--- config.mk ---
export PLATFORM = sky130hd
export DESIGN_NAME = gbp_front
export DESIGN_NICKNAME = d
export VERILOG_FILES = /design/src/rtl/gbp_pkg.sv /design/src/rtl/gbp_front.sv
export SDC_FILE = /design/constraint.sdc
export NUM_CORES = 1
export LEC_CHECK = 0
export BUFFER_PORTS_ARGS = -buffer_cell sky130_fd_sc_hd__buf_4
export CAP_MARGIN = 20
export CORE_ASPECT_RATIO = 2
export CORE_MARGIN = 2
export CORE_UTILIZATION = 38
export CTS_BUF_LIST = sky130_fd_sc_hd__clkbuf_2
export DETAILED_ROUTE_END_ITERATION = 10
export GPL_TIMING_DRIVEN = 0
export PLACE_DENSITY_LB_ADDON = 0.05
export SLEW_MARGIN = 20
export SYNTH_ARGS = -nofsm -noshare
export SYNTH_HDL_FRONTEND = slang
export SYNTH_SLANG_ARGS = --single-unit
--- constraint.sdc ---
create_clock -name clk -period 8.9 [get_ports clk]
set_input_delay 0.89 -clock clk [delete_from_list [all_inputs] [get_ports clk]]
set_output_delay 0.89 -clock clk [all_outputs]
set_load 0.05 [all_outputs]
--- src/rtl/gbp_pkg.sv ---
// Shared types and constants for the gshare/BTB branch predictor.
`default_nettype none
package gbp_pkg;
    localparam logic [1:0] KIND_NONE = 2'd0;
    localparam logic [1:0] KIND_COND = 2'd2;
    localparam logic [1:0] CTR_MAX   = 2'd3;

    typedef enum logic [1:0] {
        ST_CLEAR,
        ST_IDLE,
        ST_READ,
        ST_DONE
    } back_state_t;

    typedef struct packed {
        logic        action;
        logic [63:0] pc;
        logic [1:0]  branch_kind;
        logic [63:0] offset;
        logic        prior_prediction;
        logic        actual_taken;
    } item_t;
endpackage
`default_nettype wire

--- src/rtl/gbp_front.sv ---
// Front end: accepts items into a two-entry queue.
`default_nettype none
module gbp_front (
    input  wire logic           clk,
    input  wire logic           rst_n,
    input  wire logic           in_valid,
    output logic                in_ready,
    input  wire gbp_pkg::item_t in_item,
    output logic                q_valid,
    input  wire logic           q_pop,
    output gbp_pkg::item_t      q_item
);
    import gbp_pkg::*;

    item_t      ent_reg [2];
    logic       rd_reg, wr_reg, rd_next, wr_next;
    logic [1:0] cnt_reg, cnt_next;
    logic       push;

    assign in_ready = (cnt_reg != 2'd2);
    assign push     = in_valid && in_ready;
    assign q_valid  = (cnt_reg != 2'd0);
    assign q_item   = ent_reg[rd_reg];

    always_comb
    begin
        wr_next  = wr_reg ^ push;
        rd_next  = rd_reg ^ q_pop;
        cnt_next = cnt_reg + {1'b0, push} - {1'b0, q_pop};
    end

    always_ff @(posedge clk or negedge rst_n)
    begin
        if (!rst_n)
        begin
            rd_reg  <= 1'b0;
            wr_reg  <= 1'b0;
            cnt_reg <= 2'd0;
        end
        else
        begin
            rd_reg  <= rd_next;
            wr_reg  <= wr_next;
            cnt_reg <= cnt_next;
        end
    end

    always_ff @(posedge clk)
    begin
        if (push)
        begin
            ent_reg[wr_reg] <= in_item;
        end
    end
endmodule
`default_nettype wire

==> results of run 1 <==
-- cell usage after synthesis, drive strengths merged --
library cell	number	area share, %
xor2	1	0.087
inv	3	0.11
ha	2	0.25
buf	15	1.2
a21bo	1	0.10
dfrtp	4	1.0
nand2	1	0.037
nor3b	1	0.075
nand2b	1	0.062
a21oi	1	0.050
or2	1	0.062
xnor2	2	0.17
mux2	133	17
edfxtp	266	80
nor2	1	0.037
-- final timing paths --
path | endpoint | start | slack [ps] | cells past startpoint
worst max register to register | ent_reg[1][49]$_DFFE_PP_ | cnt_reg[0]$_DFF_PN0_ | 6640 | 6
min in group asynchronous | cnt_reg[0]$_DFF_PN0_ | rst_n | 370 | 2
worst min register to register | cnt_reg[0]$_DFF_PN0_ | cnt_reg[0]$_DFF_PN0_ | 600 | 1
worst min-delay path | ent_reg[1][33]$_DFFE_PP_ | in_item[33] | 200 | 1
max in group asynchronous | wr_reg$_DFF_PN0_ | rst_n | 8430 | 2
worst max-delay path | q_item[73] | rd_reg$_DFF_PN0_ | 5750 | 5
-- cells by family after synthesis --
kind of cell,synth area share [%]
XOR/XNOR,0.262
flip-flops,80.5
AND/OR/NAND/NOR,0.274
buffers and inverters,1.36
AO/OA/AOI/OAI,0.149
adder cells (fa/ha/maj),0.249
multiplexers,17.2
-- where the power goes --
| part | leakage [nW] | switching [mW] | internal (mW) |
|---|---|---|---|
| Combinational | 2.31 | 1.57 | 0.861 |
| Clock | 0.369 | 0.443 | 0.242 |
| Sequential | 2.52 | 0.0607 | 1.73 |
| Total | 5.20 | 2.08 | 2.83 |
-- per-stage QoR --
stage / instances / utilization [%] / cell area (um2)
4_1_cts: 1155 / 50.5 / 13200
6_report: 1158 / 50.5 / 13200
2_1_floorplan: 433 / - / 10000
3_3_place_gp: 1048 / 47.8 / 12500
3_5_place_dp: 1057 / 48.6 / 12700
5_1_grt: 1158 / 50.5 / 13200
-- critical path, cell delays in order (launching register included) --
cell     delay (ps)
dfrtp_1         350
buf_6           140
buf_6           180
buf_6           200
mux2_4          320
buf_4           190
-- cell type report --
cell class	count	area [um2]
sequential	270	8090
fill	2270	13000
buffer	15	125
antenna	3	7.51
clock inverter	16	62.6
inverter	3	11.3
tap	344	430
clock buffer	81	405
timing repair buffer	281	2250
multi-input combinational	145	1840
-- layer usage --
metal / up-vias / wire [um]
met5: - / 0
met4: 0 / 1190
met3: 67 / 1770
met2: 232 / 12000
met1: 2538 / 6330
li1: 2427 / -
==> flow_summary.yaml, run 1 <==
layout:
  final_cell_mix: "buf_4 (271), edfxtp_1 (266), clkbuf_2 (81), mux2_2 (73), mux2_4 (60)"
  syn2layout_area_growth_pct: 31.6
  largest_reg_flops: 266
  nets: 912
  drive_gt1_share_pct: 63.6
  layout_commonest_cell: "buf_4"
setup_path:
  required_ps: 8010
  endpoint_kind: "output pin"
  startpoint_type: "register"
  worst-path-max-fanout: 10
  crit_type: "reg2out"
  cp.arrival_ps: 2260
clock_tree:
  htreeDepth: 2
  cts_resized: 0
  clockBufferDepth: 3
  cts_sinks: 270
  cts_tree: "built"
  clk_pin_slew_ps: 110
  clkLatencyLatePin_ps: 870
  post_cts_buffers: 0
  root_buffer: "clkbuf_2"
  cts_hold_buf: 1
  numCtsBuffers: 57
floorplanning:
  core-area_mm2: 0.0262
  core.rowCount: 84
  die_x_um: 119
  dieArea_mm2: 0.0278
  start_util_pct: 38.4
  boundaryPins: 272
  fp.dieH_um: 234
global_routing:
  grt_use_total_pct: 15.2
  grt_start_max_net_pins: 47
  grt_pass1_vias: 6080
  grt_pass1_wl_um: 31900
  busiest_layer: "met2"
  grt-ovfl-total: 0
  gr-usage-met1_pct: 13.4
  antenna_found_initial: 3
  gr-usage-met3_pct: 5.67
  use_met2_pct: 28.4
status:
  status: "finished clean"
timing:
  period_share_pct: 35.4
  rsz0062_at_grt: "false"
  setup_viol: 0
  maxSlewViolCount: 0
  holdWs_ps: 199
  skew_ps: 17.6
  tightestPinTransition_ps: 727
  slew_headroom_pct: 51.4
  fin_ws_ps: 5750
  finalSetupTns_ps: 0
  fin_crit_ps: 3150
  hold_viol_final: 0
  fmax_mhz: 318
route:
  viasPerCell: 4.55
  first_pass_iters: 4
  drc: 0
  wl_um: 21300
  routedWlPerCell_um: 18.4
  antenna_left: 0
  num_vias: 5264
  drt_iter0_markers: 155
power:
  ir_drop_mv: 0.208
  power_mw: 4.91
  pwr_density_cell_mw_per_mm2: 371
  leakage_nw: 5.20
placed_design:
  numPortBuffers: 271
  place_hpwl_um: 15100
  gp_congestion: 0.717
  post-place-ws_ps: 6160
yosys:
  synth_seq_area_share_pct: 80.5
  avgSynthCellArea_um2: 23.2
  syn_inst: 433
  synth_seq_cells: 270
  synth_nets: 572
  ys_warn_count: 0
  syn_area_mm2: 0.0100
  ys_types: 17
hold_path:
  hold_class: "in2reg"
run:
  cap_violations: 0
Power figures use the tool's default switching activity.
==> run 2: changes to the inputs <==
==> constraint.sdc (replaced) <==
create_clock -name clk -period 2.93 [get_ports clk]
set_input_delay 0.293 -clock clk [delete_from_list [all_inputs] [get_ports clk]]
set_output_delay 0.293 -clock clk [all_outputs]
set_load 0.05 [all_outputs]
==> run 2 against run 1 <==
Hold slack worse by 73 ps. Clock-buffer cell count is 9 higher. Register-to-register slack worse by 5900 ps. First-iteration DRC count is 13% higher. Total power grew to 3.1 times the previous value. Sequential power grew to 3.0 times the previous value. Critical path depth stayed put. Clock skew is 44 ps higher. Clock power grew to 3.3 times the previous value. Critical path type unchanged. Critical endpoint is now q_item[87]. Highest routed layer unchanged.
==> flow_summary.yaml, run 2 (synthesis results as in run 1) <==
status:
  status: "finished clean"
setup_path:
  crit_type: "reg2out"
  cp.arrival_ps: 2300
  required_ps: 2640
  r2r_slack_ps: 760
  r2r_end: "ent_reg[1][60]$_DFFE_PP_"
  worst-path-max-fanout: 10
  rr_worst_depth: 6
  startpoint_type: "register"
  endpoint_kind: "output pin"
  crit_path_end: "q_item[87]"
  worstReg2RegStart: "cnt_reg[0]$_DFF_PN0_"
  crit_start: "rd_reg$_DFF_PN0_"
layout:
  drive_gt1_share_pct: 55.1
  syn2layout_area_growth_pct: 46.7
  largest_reg_flops: 266
  layout_commonest_cell: "buf_4"
  nets: 1057
  fillers: 2120
  final_cell_mix: "buf_4 (271), edfxtp_1 (266), dlygate4sd3_1 (146), clkbuf_2 (90), mux2_2 (73)"
placed_design:
  gp_congestion: 0.727
  post-place-ws_ps: 776
  numPortBuffers: 271
  place_hpwl_um: 14700
route:
  drt_iter0_markers: 175
  drc: 0
  routedWlPerCell_um: 16.9
  wl_um: 22100
  num_vias: 5790
  viasPerCell: 4.44
  first_pass_iters: 4
  antenna_left: 0
timing:
  fin_ws_ps: 338
  hold_viol_final: 0
  slew_headroom_pct: 58.6
  maxSlewViolCount: 0
  fmax_mhz: 386
  rsz0062_at_grt: "false"
  period_share_pct: 88.5
  tightestPinTransition_ps: 620
  skew_ps: 61.6
  fin_crit_ps: 2590
  setup_viol: 0
  finalSetupTns_ps: 0
clock_tree:
  cts_tree: "built"
  root_buffer: "clkbuf_2"
  clkLatencyLatePin_ps: 900
  clk_pin_slew_ps: 120
  htreeDepth: 2
  clockBufferDepth: 3
  cts_resized: 0
  cts_sinks: 270
  numCtsBuffers: 58
global_routing:
  use_met2_pct: 30.1
  gr-usage-met3_pct: 5.06
  grt-ovfl-total: 0
  busiest_layer: "met2"
  grt_pass1_vias: 6599
  grt_start_max_net_pins: 53
  antenna_found_initial: 1
  grt_use_total_pct: 15.8
  gr-usage-met1_pct: 14.8
  grt_pass1_wl_um: 33600
run:
  cap_violations: 0
power:
  pwr_density_cell_mw_per_mm2: 1040
  leakage_nw: 5.86
  power_mw: 15.3
  ir_drop_mv: 0.560
hold_path:
  hold_class: "in2reg"
floorplanning:
  core-area_mm2: 0.0262
  core.rowCount: 84
  fp.dieH_um: 234
  die_x_um: 119
  dieArea_mm2: 0.0278
  start_util_pct: 38.4
  boundaryPins: 272
[run 2: cell count changes in the layout (fill, tap and decap cells not counted), sizes merged]
cell / previous run / this run
buf: 295 / 294
clkbuf: 81 / 90
bufinv: 0 / 1
inv: 4 / 5
dlygate4sd3: 1 / 146
diode: 3 / 1
clkinv: 15 / 8
[run 2: cell type report]
cell class | count | area [um2] | share of cell area, %
diodes | 1 | 2.50 | 0.0170
repair buffers | 425 | 3700 | 25.1
inverters | 3 | 11.3 | 0.0764
clock buffers | 90 | 450 | 3.06
clock inverters | 11 | 70.1 | 0.476
well taps | 344 | 430 | 2.92
plain buffers | 15 | 125 | 0.849
multi-input cells | 145 | 1850 | 12.6
flip-flops and latches | 270 | 8090 | 54.9
[run 2: critical path: stages, from the launching register on]
cell     delay (ps)
dfrtp_1         350
buf_6           140
buf_6           190
buf_6           200
mux2_4          310
buf_4           190
[run 2: per-stage QoR]
| step | utilization, % | cells | instance area [um2] | hold WS [ps] |
|---|---|---|---|---|
| after CTS | 56.1 | 1298 | 14700 | 1.41 |
| final | 56.3 | 1304 | 14700 | 127 |
| after global routing | 56.3 | 1304 | 14700 | -5.77 |
| after detailed placement | 48.7 | 1056 | 12700 | 94.1 |
| after floorplan | - | 433 | 10100 | -2.59 |
| after global placement | 47.9 | 1048 | 12500 | 90.5 |
[run 2: timing repair]
item / CTS / global route
buffers inserted: 0 / 0
hold buffers: 141 / 5
hold endpoints to repair: 291 / 8
[run 2: metal layers]
metal / vias up / wire length [um] / share of wire [%]
met5: - / 0 / 0
met4: 0 / 850 / 3.9
met3: 52 / 1540 / 7.0
met2: 221 / 12600 / 57
met1: 2802 / 7110 / 32
li1: 2715 / - / -
[run 2: how the worst min path moves through the flow]
stage,from,endpoint,slack [ps],cells past startpoint
floorplan,rst_n,cnt_reg[0]$_DFF_PN0_,-3,0
global placement,rst_n,cnt_reg[0]$_DFF_PN0_,90,1
detailed placement,rst_n,cnt_reg[0]$_DFF_PN0_,90,1
CTS,in_item[46],ent_reg[0][46]$_DFFE_PP_,1,2
global route,in_item[44],ent_reg[0][44]$_DFFE_PP_,-6,2
finish,in_item[45],ent_reg[0][45]$_DFFE_PP_,130,2
[run 2: power by group]
group          leakage (nW)  switching, mW  total [mW]  internal (mW)
Clock                 0.414           1.35        2.24          0.892
Sequential             2.52          0.195        5.45           5.26
Combinational          2.92           4.81        7.56           2.75
Total                  5.86           6.36        15.3           8.90
